$ cat config.mk
export PLATFORM = sky130hd
export DESIGN_NAME = yuv_plane_layout_flat
export DESIGN_NICKNAME = d
export VERILOG_FILES = /design/src/yuvpl_pkg.sv /design/src/yuvpl_if.sv /design/src/yuvpl_decode.sv /design/src/yuvpl_mult.sv /design/src/yuvpl_sum.sv /design/src/yuv_plane_layout.sv /design/src/flat_wrapper.sv
export SDC_FILE = /design/constraint.sdc
export NUM_CORES = 2
export LEC_CHECK = 0
export BUFFER_PORTS_ARGS = -buffer_cell sky130_fd_sc_hd__buf_2
export CAP_MARGIN = 20
export CELL_PAD_IN_SITES_DETAIL_PLACEMENT = 1
export CELL_PAD_IN_SITES_GLOBAL_PLACEMENT = 2
export CORE_ASPECT_RATIO = 1.4
export CORE_MARGIN = 5
export CORE_UTILIZATION = 38
export CTS_BUF_LIST = sky130_fd_sc_hd__clkbuf_16
export CTS_CLUSTER_DIAMETER = 30
export CTS_CLUSTER_SIZE = 40
export DETAILED_ROUTE_END_ITERATION = 6
export PLACE_DENSITY = 0.82
export SKIP_LAST_GASP = 1
export SYNTH_ARGS = -nofsm -noshare
export SYNTH_HDL_FRONTEND = slang
export SYNTH_HIERARCHICAL = 1
export SYNTH_SLANG_ARGS = --single-unit
$ cat constraint.sdc
create_clock -name clk -period 5.94 [get_ports clk]
set_clock_uncertainty 0.2 [all_clocks]
set_input_delay 1.188 -clock clk [delete_from_list [all_inputs] [get_ports clk]]
set_output_delay 1.188 -clock clk [all_outputs]
set_load 0.02 [all_outputs]
$ cat src/yuvpl_pkg.sv
// ----------------------------------------------------------------------------
// yuvpl_pkg: shared types and constants for the YUV plane layout block
// Format codes, frame size classes and the records passed between stages.
// ----------------------------------------------------------------------------
package yuvpl_pkg;

  localparam int MAX_DIM = 4096;
  localparam int DIM_W   = 13;

  typedef enum logic [3:0] {
    F_YV12 = 4'd0,
    F_IF09 = 4'd1,
    F_YVU9 = 4'd2,
    F_IYUV = 4'd3,
    F_Y42B = 4'd4,
    F_I420 = 4'd5,
    F_YV16 = 4'd6,
    F_YV24 = 4'd7,
    F_Y41B = 4'd8,
    F_UYVY = 4'd9,
    F_YUY2 = 4'd10,
    F_YVYU = 4'd11,
    F_HDYC = 4'd12
  } fmt_t;

  // How the frame size follows from the pixel count.
  typedef enum logic [2:0] {
    SZ_NONE,
    SZ_X2,
    SZ_X3H,
    SZ_X9E,
    SZ_X3
  } size_cls_t;

  typedef struct packed {
    logic [DIM_W-1:0] width;
    logic [DIM_W-1:0] height;
    logic [3:0]       format;
  } req_t;

  // Decoded request, output of the first stage.
  typedef struct packed {
    logic             ok;
    size_cls_t        sz;
    logic [DIM_W-1:0] width;
    logic [DIM_W-1:0] height;
    logic [1:0]       yps;
    logic [13:0]      yls;
    logic [DIM_W-1:0] cw;
    logic [DIM_W-1:0] ch;
    logic [2:0]       cps;
    logic [13:0]      cls;
    logic             packed_fmt;
    logic             u_first;
    logic             yo;
    logic [1:0]       pk_uo;
    logic [1:0]       pk_vo;
  } dec_t;

  // Products, output of the second stage.
  typedef struct packed {
    logic             ok;
    size_cls_t        sz;
    logic [24:0]      area;
    logic [25:0]      plane;
    logic [25:0]      cplane;
    logic [1:0]       yps;
    logic [13:0]      yls;
    logic [DIM_W-1:0] cw;
    logic [DIM_W-1:0] ch;
    logic [2:0]       cps;
    logic [13:0]      cls;
    logic             packed_fmt;
    logic             u_first;
    logic             yo;
    logic [1:0]       pk_uo;
    logic [1:0]       pk_vo;
  } prod_t;

  typedef struct packed {
    logic             layout_valid;
    logic [25:0]      frame_bytes;
    logic [1:0]       luma_pixel_stride;
    logic [13:0]      luma_line_stride;
    logic [DIM_W-1:0] chroma_width;
    logic [DIM_W-1:0] chroma_height;
    logic [2:0]       chroma_pixel_stride;
    logic [13:0]      chroma_line_stride;
    logic             luma_offset;
    logic [25:0]      cb_offset;
    logic [25:0]      cr_offset;
  } layout_t;

endpackage

$ cat src/yuvpl_if.sv
// ----------------------------------------------------------------------------
// yuvpl_if: request and result channels of the YUV plane layout block
// Valid/ready channels; a beat moves when valid and ready are both high.
// ----------------------------------------------------------------------------
interface yuvpl_req_if import yuvpl_pkg::*; ();
  logic             valid;
  logic             ready;
  logic [DIM_W-1:0] width;
  logic [DIM_W-1:0] height;
  logic [3:0]       format;

  modport source (output valid, width, height, format, input ready);
  modport sink   (input valid, width, height, format, output ready);
endinterface

interface yuvpl_rsp_if import yuvpl_pkg::*; ();
  logic             valid;
  logic             ready;
  logic             layout_valid;
  logic [25:0]      frame_bytes;
  logic [1:0]       luma_pixel_stride;
  logic [13:0]      luma_line_stride;
  logic [DIM_W-1:0] chroma_width;
  logic [DIM_W-1:0] chroma_height;
  logic [2:0]       chroma_pixel_stride;
  logic [13:0]      chroma_line_stride;
  logic             luma_offset;
  logic [25:0]      cb_offset;
  logic [25:0]      cr_offset;

  modport source (output valid, layout_valid, frame_bytes, luma_pixel_stride,
                  luma_line_stride, chroma_width, chroma_height,
                  chroma_pixel_stride, chroma_line_stride, luma_offset,
                  cb_offset, cr_offset, input ready);
  modport sink   (input valid, layout_valid, frame_bytes, luma_pixel_stride,
                  luma_line_stride, chroma_width, chroma_height,
                  chroma_pixel_stride, chroma_line_stride, luma_offset,
                  cb_offset, cr_offset, output ready);
endinterface

$ cat src/yuvpl_decode.sv
// ----------------------------------------------------------------------------
// yuvpl_decode: first pipeline stage
// Checks the request, picks subsampling and strides for the format.
// ----------------------------------------------------------------------------
module yuvpl_decode import yuvpl_pkg::*; (
  input  logic clk,
  input  logic rst,
  input  logic in_valid,
  output logic in_ready,
  input  req_t in_data,
  output logic out_valid,
  input  logic out_ready,
  output dec_t out_data
);

  dec_t d;
  logic in_range;
  logic div_ok;
  logic known;
  logic [DIM_W-1:0] w;
  logic [DIM_W-1:0] h;

  assign w = in_data.width;
  assign h = in_data.height;
  assign in_range = (w <= DIM_W'(MAX_DIM)) && (h <= DIM_W'(MAX_DIM));

  always_comb begin
    d            = '0;
    d.width      = w;
    d.height     = h;
    d.yps        = 2'd1;
    d.yls        = {1'b0, w};
    d.cw         = w;
    d.ch         = h;
    d.cps        = 3'd1;
    d.cls        = {1'b0, w};
    d.sz         = SZ_X3;
    div_ok       = 1'b1;
    known        = 1'b1;
    case (in_data.format)
      F_UYVY, F_YUY2, F_YVYU, F_HDYC: begin
        div_ok       = ~w[0];
        d.yps        = 2'd2;
        d.yls        = {w, 1'b0};
        d.cw         = {1'b0, w[DIM_W-1:1]};
        d.cps        = 3'd4;
        d.cls        = {w, 1'b0};
        d.sz         = SZ_X2;
        d.packed_fmt = 1'b1;
        case (in_data.format)
          F_YUY2: begin
            d.yo = 1'b0; d.pk_uo = 2'd1; d.pk_vo = 2'd3;
          end
          F_YVYU: begin
            d.yo = 1'b0; d.pk_uo = 2'd3; d.pk_vo = 2'd1;
          end
          default: begin
            d.yo = 1'b1; d.pk_uo = 2'd0; d.pk_vo = 2'd2;
          end
        endcase
      end
      F_YV12, F_IYUV, F_I420: begin
        div_ok    = ~w[0] & ~h[0];
        d.cw      = {1'b0, w[DIM_W-1:1]};
        d.ch      = {1'b0, h[DIM_W-1:1]};
        d.cls     = {2'b0, w[DIM_W-1:1]};
        d.sz      = SZ_X3H;
        d.u_first = (in_data.format != F_YV12);
      end
      F_IF09, F_YVU9: begin
        div_ok = (w[1:0] == 2'b00) && (h[1:0] == 2'b00);
        d.cw   = {2'b0, w[DIM_W-1:2]};
        d.ch   = {2'b0, h[DIM_W-1:2]};
        d.cls  = {3'b0, w[DIM_W-1:2]};
        d.sz   = SZ_X9E;
      end
      F_Y42B, F_YV16: begin
        div_ok    = ~w[0];
        d.cw      = {1'b0, w[DIM_W-1:1]};
        d.cls     = {2'b0, w[DIM_W-1:1]};
        d.sz      = SZ_X2;
        d.u_first = (in_data.format == F_Y42B);
      end
      F_Y41B: begin
        div_ok    = (w[1:0] == 2'b00);
        d.cw      = {2'b0, w[DIM_W-1:2]};
        d.cls     = {3'b0, w[DIM_W-1:2]};
        d.sz      = SZ_X3H;
        d.u_first = 1'b1;
      end
      F_YV24: begin
        d.sz = SZ_X3;
      end
      default: begin
        known = 1'b0;
        d.sz  = SZ_NONE;
      end
    endcase
    // Out-of-range requests report nothing at all, frame size included.
    if (!in_range) begin
      d.sz = SZ_NONE;
    end
    d.ok = in_range && known && div_ok && (w != '0) && (h != '0);
  end

  assign in_ready = ~out_valid | out_ready;

  always_ff @(posedge clk) begin
    if (rst) begin
      out_valid <= 1'b0;
    end else if (in_ready) begin
      out_valid <= in_valid;
    end
  end

  always_ff @(posedge clk) begin
    if (in_ready && in_valid) begin
      out_data <= d;
    end
  end

endmodule

$ cat src/yuvpl_mult.sv
// ----------------------------------------------------------------------------
// yuvpl_mult: second pipeline stage
// Forms the pixel count and the luma and chroma plane sizes.
// ----------------------------------------------------------------------------
module yuvpl_mult import yuvpl_pkg::*; (
  input  logic  clk,
  input  logic  rst,
  input  logic  in_valid,
  output logic  in_ready,
  input  dec_t  in_data,
  output logic  out_valid,
  input  logic  out_ready,
  output prod_t out_data
);

  prod_t p;
  logic [25:0] area_full;
  logic [26:0] plane_full;
  logic [26:0] cplane_full;

  assign area_full   = 26'(in_data.width) * 26'(in_data.height);
  assign plane_full  = 27'(in_data.yls) * 27'(in_data.height);
  assign cplane_full = 27'(in_data.cls) * 27'(in_data.ch);

  always_comb begin
    p            = '0;
    p.ok         = in_data.ok;
    p.sz         = in_data.sz;
    p.area       = area_full[24:0];
    p.plane      = plane_full[25:0];
    p.cplane     = cplane_full[25:0];
    p.yps        = in_data.yps;
    p.yls        = in_data.yls;
    p.cw         = in_data.cw;
    p.ch         = in_data.ch;
    p.cps        = in_data.cps;
    p.cls        = in_data.cls;
    p.packed_fmt = in_data.packed_fmt;
    p.u_first    = in_data.u_first;
    p.yo         = in_data.yo;
    p.pk_uo      = in_data.pk_uo;
    p.pk_vo      = in_data.pk_vo;
  end

  assign in_ready = ~out_valid | out_ready;

  always_ff @(posedge clk) begin
    if (rst) begin
      out_valid <= 1'b0;
    end else if (in_ready) begin
      out_valid <= in_valid;
    end
  end

  always_ff @(posedge clk) begin
    if (in_ready && in_valid) begin
      out_data <= p;
    end
  end

endmodule

$ cat src/yuvpl_sum.sv
// ----------------------------------------------------------------------------
// yuvpl_sum: third pipeline stage and output register
// Scales the pixel count to a frame size and places the chroma planes.
// ----------------------------------------------------------------------------
module yuvpl_sum import yuvpl_pkg::*; (
  input  logic    clk,
  input  logic    rst,
  input  logic    in_valid,
  output logic    in_ready,
  input  prod_t   in_data,
  output logic    out_valid,
  input  logic    out_ready,
  output layout_t out_data
);

  layout_t r;
  logic [26:0] a;
  logic [26:0] fb;
  logic [26:0] both;

  assign a    = 27'(in_data.area);
  assign both = 27'(in_data.plane) + 27'(in_data.cplane);

  always_comb begin
    case (in_data.sz)
      SZ_X2:   fb = a << 1;
      SZ_X3H:  fb = a + (a >> 1);
      SZ_X9E:  fb = a + (a >> 3);
      SZ_X3:   fb = a + (a << 1);
      default: fb = '0;
    endcase
  end

  always_comb begin
    r             = '0;
    r.frame_bytes = fb[25:0];
    if (in_data.ok) begin
      r.layout_valid        = 1'b1;
      r.luma_pixel_stride   = in_data.yps;
      r.luma_line_stride    = in_data.yls;
      r.chroma_width        = in_data.cw;
      r.chroma_height       = in_data.ch;
      r.chroma_pixel_stride = in_data.cps;
      r.chroma_line_stride  = in_data.cls;
      r.luma_offset         = in_data.yo;
      if (in_data.packed_fmt) begin
        r.cb_offset = 26'(in_data.pk_uo);
        r.cr_offset = 26'(in_data.pk_vo);
      end else if (in_data.u_first) begin
        r.cb_offset = in_data.plane;
        r.cr_offset = both[25:0];
      end else begin
        r.cr_offset = in_data.plane;
        r.cb_offset = both[25:0];
      end
    end
  end

  assign in_ready = ~out_valid | out_ready;

  always_ff @(posedge clk) begin
    if (rst) begin
      out_valid <= 1'b0;
    end else if (in_ready) begin
      out_valid <= in_valid;
    end
  end

  always_ff @(posedge clk) begin
    if (in_ready && in_valid) begin
      out_data <= r;
    end
  end

endmodule

$ cat src/yuv_plane_layout.sv
// ----------------------------------------------------------------------------
// yuv_plane_layout: memory layout of one YUV frame
// Three-stage pipeline from frame size and FOURCC code to strides and offsets.
// ----------------------------------------------------------------------------
// Each request beat carries a frame width, a frame height and a format code
// (YV12, IF09, YVU9, IYUV, Y42B, I420, YV16, YV24, Y41B, UYVY, YUY2, YVYU,
// HDYC); each one yields exactly one result beat, in order. The block
// takes one request per cycle while the result side is ready: the three
// stages (decode, multiply, sum) each hold one beat, and each stage
// advances whenever its successor is empty or being drained, so a held
// result only stalls the stages behind it. Each stage ends in a register;
// the middle stage holds the three multipliers (pixel count and the two
// plane sizes), which work combinationally between the decode and
// multiply registers. A result whose layout_valid is clear has every
// stride and offset at zero; frame_bytes still reports the size for a
// known format, and is zero for an unknown code or an oversized dimension.
module yuv_plane_layout import yuvpl_pkg::*; (
  input  logic clk,
  input  logic rst,
  yuvpl_req_if.sink   req,
  yuvpl_rsp_if.source rsp
);

  req_t    req_data;
  dec_t    dec_data;
  prod_t   prod_data;
  layout_t rsp_data;
  logic    dec_valid;
  logic    dec_ready;
  logic    prod_valid;
  logic    prod_ready;

  assign req_data.width  = req.width;
  assign req_data.height = req.height;
  assign req_data.format = req.format;

  // Stage one: format decode, range and divisibility checks.
  yuvpl_decode u_decode (
    .clk       (clk),
    .rst       (rst),
    .in_valid  (req.valid),
    .in_ready  (req.ready),
    .in_data   (req_data),
    .out_valid (dec_valid),
    .out_ready (dec_ready),
    .out_data  (dec_data)
  );

  // Stage two: pixel count and plane sizes.
  yuvpl_mult u_mult (
    .clk       (clk),
    .rst       (rst),
    .in_valid  (dec_valid),
    .in_ready  (dec_ready),
    .in_data   (dec_data),
    .out_valid (prod_valid),
    .out_ready (prod_ready),
    .out_data  (prod_data)
  );

  // Stage three: frame size, plane offsets; its register drives the result.
  yuvpl_sum u_sum (
    .clk       (clk),
    .rst       (rst),
    .in_valid  (prod_valid),
    .in_ready  (prod_ready),
    .in_data   (prod_data),
    .out_valid (rsp.valid),
    .out_ready (rsp.ready),
    .out_data  (rsp_data)
  );

  assign rsp.layout_valid        = rsp_data.layout_valid;
  assign rsp.frame_bytes         = rsp_data.frame_bytes;
  assign rsp.luma_pixel_stride   = rsp_data.luma_pixel_stride;
  assign rsp.luma_line_stride    = rsp_data.luma_line_stride;
  assign rsp.chroma_width        = rsp_data.chroma_width;
  assign rsp.chroma_height       = rsp_data.chroma_height;
  assign rsp.chroma_pixel_stride = rsp_data.chroma_pixel_stride;
  assign rsp.chroma_line_stride  = rsp_data.chroma_line_stride;
  assign rsp.luma_offset         = rsp_data.luma_offset;
  assign rsp.cb_offset           = rsp_data.cb_offset;
  assign rsp.cr_offset           = rsp_data.cr_offset;

endmodule

$ cat src/flat_wrapper.sv
// flat-port wrapper written by rule: the top's interface ports become plain ports
module yuv_plane_layout_flat import yuvpl_pkg::*;
  (clk, rst, req_valid, req_width, req_height, req_format, req_ready, rsp_valid, rsp_layout_valid, rsp_frame_bytes, rsp_luma_pixel_stride, rsp_luma_line_stride, rsp_chroma_width, rsp_chroma_height, rsp_chroma_pixel_stride, rsp_chroma_line_stride, rsp_luma_offset, rsp_cb_offset, rsp_cr_offset, rsp_ready);
  yuvpl_req_if req_i ();
  yuvpl_rsp_if rsp_i ();
  input  logic clk;
  input  logic rst;
  input wire logic [$bits(req_i.valid)-1:0] req_valid;
  input wire logic [$bits(req_i.width)-1:0] req_width;
  input wire logic [$bits(req_i.height)-1:0] req_height;
  input wire logic [$bits(req_i.format)-1:0] req_format;
  output wire logic [$bits(req_i.ready)-1:0] req_ready;
  output wire logic [$bits(rsp_i.valid)-1:0] rsp_valid;
  output wire logic [$bits(rsp_i.layout_valid)-1:0] rsp_layout_valid;
  output wire logic [$bits(rsp_i.frame_bytes)-1:0] rsp_frame_bytes;
  output wire logic [$bits(rsp_i.luma_pixel_stride)-1:0] rsp_luma_pixel_stride;
  output wire logic [$bits(rsp_i.luma_line_stride)-1:0] rsp_luma_line_stride;
  output wire logic [$bits(rsp_i.chroma_width)-1:0] rsp_chroma_width;
  output wire logic [$bits(rsp_i.chroma_height)-1:0] rsp_chroma_height;
  output wire logic [$bits(rsp_i.chroma_pixel_stride)-1:0] rsp_chroma_pixel_stride;
  output wire logic [$bits(rsp_i.chroma_line_stride)-1:0] rsp_chroma_line_stride;
  output wire logic [$bits(rsp_i.luma_offset)-1:0] rsp_luma_offset;
  output wire logic [$bits(rsp_i.cb_offset)-1:0] rsp_cb_offset;
  output wire logic [$bits(rsp_i.cr_offset)-1:0] rsp_cr_offset;
  input wire logic [$bits(rsp_i.ready)-1:0] rsp_ready;
  assign req_i.valid = req_valid;
  assign req_i.width = req_width;
  assign req_i.height = req_height;
  assign req_i.format = req_format;
  assign req_ready = req_i.ready;
  assign rsp_valid = rsp_i.valid;
  assign rsp_layout_valid = rsp_i.layout_valid;
  assign rsp_frame_bytes = rsp_i.frame_bytes;
  assign rsp_luma_pixel_stride = rsp_i.luma_pixel_stride;
  assign rsp_luma_line_stride = rsp_i.luma_line_stride;
  assign rsp_chroma_width = rsp_i.chroma_width;
  assign rsp_chroma_height = rsp_i.chroma_height;
  assign rsp_chroma_pixel_stride = rsp_i.chroma_pixel_stride;
  assign rsp_chroma_line_stride = rsp_i.chroma_line_stride;
  assign rsp_luma_offset = rsp_i.luma_offset;
  assign rsp_cb_offset = rsp_i.cb_offset;
  assign rsp_cr_offset = rsp_i.cr_offset;
  assign rsp_i.ready = rsp_ready;
  yuv_plane_layout u_core (.clk(clk), .rst(rst), .req(req_i), .rsp(rsp_i));
endmodule
==> impl_metrics.ini <==
[outcome]
status = finished, final reports clean

[synth]
synthesis.nets = 4164
netlist_instances = 3464
synth_flop_cell = edfxtp_1
ys_types = 95
synthArstFlopShare_pct = 0
yosys-top-cells-area = edfxtp_1 (32%), fa_1 (22%), ha_1 (9.9%)
synth_top_area_share_pct = 31.8
netlist_area_um2 = 35600
synth_seq_cells = 380
synth_edf_count = 377
yosysWarnings = 6
syn_area_per_cell_um2 = 10.3
synth-seq-area-share_pct = 31.9
synth_top_area_cell = edfxtp_1

[clock_network]
clk_latency_ns = 0.65
clock_sinks = 380
cts_tree = built
cts_buffer_depth = 3
numCtsBuffers = 72
h-tree-depth = 3
ctsHoldBuffers = 0
root_buffer = clkbuf_16
path_clk_slew_ns = 0.06

[grt]
grt_max_degree = 92
grt_overflow = 0
grt_pass1_wl_mm = 161
grt_pass1_vias = 28454
track_usage_pct = 20.8
antenna_found_initial = 13

[sta]
timing.final.crit_period_ns = 5.81
setup_viol = 0
fin_tns_setup_ns = 0
slew_viol_final = 0
rsz0062_at_grt = true
fin_crit_sh_pct = 97.8
timing.fmax_mhz = 172
holdWs_ns = 0.218
hold_viol = 0
max_slew_margin_pct = 30.8
tightest_slew_ns = 1.04

[finish]
fin_cells = 5005
stdcell_area_um2 = 41500
syn_to_final_growth_pct = 16.4
nFillCells = 10419
fin_util_pct = 44.4
drive_gt1_share_pct = 14.7
layout_common_cells = inv_1 (587), nand2_1 (409), fa_1 (384)
layout_commonest_cell = inv_1
nNetsFinal = 4425

[setup_path]
cp_data_required_time_ns = 6.12
worstSetupEndpoint = u_core/u_mult/out_data[89]
critical_path.max_fanout = 6
reg2reg_setup_slack_ns = 0.13
path_class = reg2reg
r2r_cells = 20
r2r-start = u_core/u_decode/out_data[25]
crit_path_start = u_core/u_decode/out_data[25]
crit_path_start_kind = flop
cp-end-kind = flop
rr_endpoint = u_core/u_mult/out_data[89]
arrival_ns = 5.99

[routing]
viasPerCell = 5.14
wirelength_mm = 104
drt-initial-drc-count = 1193
drt_pass1_iterations = 5
vias = 25739
drc = 0
wire_per_inst_um = 20.7
ant_nets = 0

[power_and_ir_drop]
ir_drop_mv = 0.459
power_leakage_nw = 19.0
p_per_area_nw_per_um2 = 625

[die]
die_area_um2 = 100000
die_h_um = 372
core_region_area_um2 = 93500
rows = 133
num_io_pins = 175
die_x_um = 269
start_util_pct = 38.1

[flow_run]
cap_violations = 0

[min_path]
hold_class = reg2reg

[place]
globalplace.congestion = 0.846
dpl_cell_area_um2 = 38600
io_buffers = 174
dp_hpwl_mm = 82.3
dpl.cell_count = 4841
worst min-delay path by stage:
stage | start | endpoint | slack [ns] | cells after the start
after floorplan | u_core/u_decode/out_data[92] | u_core/u_mult/out_data[143] | 0.20 | 0
after global placement | u_core/u_decode/out_data[38] | u_core/u_mult/out_data[38] | 0.20 | 0
after detailed placement | u_core/u_decode/out_data[39] | u_core/u_mult/out_data[39] | 0.21 | 0
after CTS | u_core/u_decode/out_data[39] | u_core/u_mult/out_data[39] | 0.22 | 0
after global routing | u_core/u_decode/out_data[37] | u_core/u_mult/out_data[37] | 0.23 | 0
final | u_core/u_decode/out_data[39] | u_core/u_mult/out_data[39] | 0.22 | 0
critical path: stages, from the launching register on:
cell and delay, ns:
edfxtp_1 0.50, buf_6 0.17, buf_4 0.13, and2_1 0.16, fa_1 0.53, inv_1 0.05
fa_1 0.47, inv_1 0.05, fa_1 0.48, fa_1 0.50, inv_1 0.05, fa_1 0.48
inv_1 0.06, ha_4 0.24, nand3_1 0.07, o221ai_1 0.13, o21bai_4 0.19, a221o_2 0.40
and2_4 0.17, o41a_1 0.37, xor2_1 0.14
report_power, final:
group	total [mW]	internal, mW	switching (mW)
registers	4.41	3.96	0.451
clock network	4.16	2.57	1.59
logic	17.4	7.56	9.79
total	25.9	14.1	11.8
cells by family (layout without fill, tap and decap cells):
family                   count (synthesis)  after routing  synth area share, %
XOR/XNOR                               123            123                 3.02
AND/OR/NAND/NOR                       1002           1002                 14.0
buffers and inverters                  747           1066                 8.03
AO/OA/AOI/OAI                          484            484                 9.67
other                                    1              8               0.0105
multiplexers                            61             61                 1.79
flip-flops                             380            380                 31.9
adder cells (fa/ha/maj)                666            666                 31.5
stage by stage:
stage | power, mW | setup WS (ns)
global route | 28.2 | -0.0644
finish | 25.9 | 0.128
floorplan | 15.4 | 0.222
detailed placement | 21.7 | 0.0515
global placement | 21.4 | 0.161
CTS | 26.0 | 0.00891
area by class of cell:
class / instances / area (um2) / share of cell area [%]
Clock buffer: 72 / 1800 / 4.34
Tap cell: 1215 / 1520 / 3.66
Multi-Input combinational cell: 2337 / 21500 / 51.9
Clock inverter: 60 / 722 / 1.74
Antenna cell: 7 / 17.5 / 0.0422
Inverter: 586 / 2200 / 5.30
Timing Repair Buffer: 348 / 2330 / 5.61
Sequential cell: 380 / 11400 / 27.4
registers in the layout, summed over array words and instances (netlist names):
| register | count |
|---|---|
| u_core/u_sum/out_valid | 1 |
| u_core/u_decode/out_valid | 1 |
| u_core/u_mult/out_valid | 1 |
| u_core/u_sum/out_data | 139 |
| u_core/u_decode/out_data | 91 |
| u_core/u_mult/out_data | 147 |
synth_stat cells, drive strengths merged, types with 7 or more instances:
cell type,instances
nor3,14
a31oi,13
clkbuf,135
mux2i,38
o211ai,17
o22ai,8
o21bai,12
nor2,101
xnor2,81
a211oi,18
mux2,23
a211o,8
nor2b,18
and3,14
a22o,15
o21ai,67
nand2,410
nand2b,23
xor2,42
and2,345
buf,26
edfxtp,377
nand4,11
nor4,7
o221ai,7
ha,281
a21o,63
a221o,23
fa,385
a21oi,130
o31ai,9
o21a,20
a22oi,16
inv,586
nand3,29
per-layer routing:
layer | global-route usage [%] | vias to the layer above | share of wire, %
met5 | 0 | - | 0.059
met4 | 7.46 | 8 | 3.5
met3 | 2.88 | 172 | 3.5
met2 | 40.6 | 488 | 55
met1 | 22.7 | 13191 | 38
li1 | - | 11880 | -
repair_timing:
item                                    4_1_cts  5_1_grt
buffers inserted                              0       25
endpoints found under the setup margin        0       21
resized for setup                             0       32
Note: power is estimated with default switching activity, not from simulation.
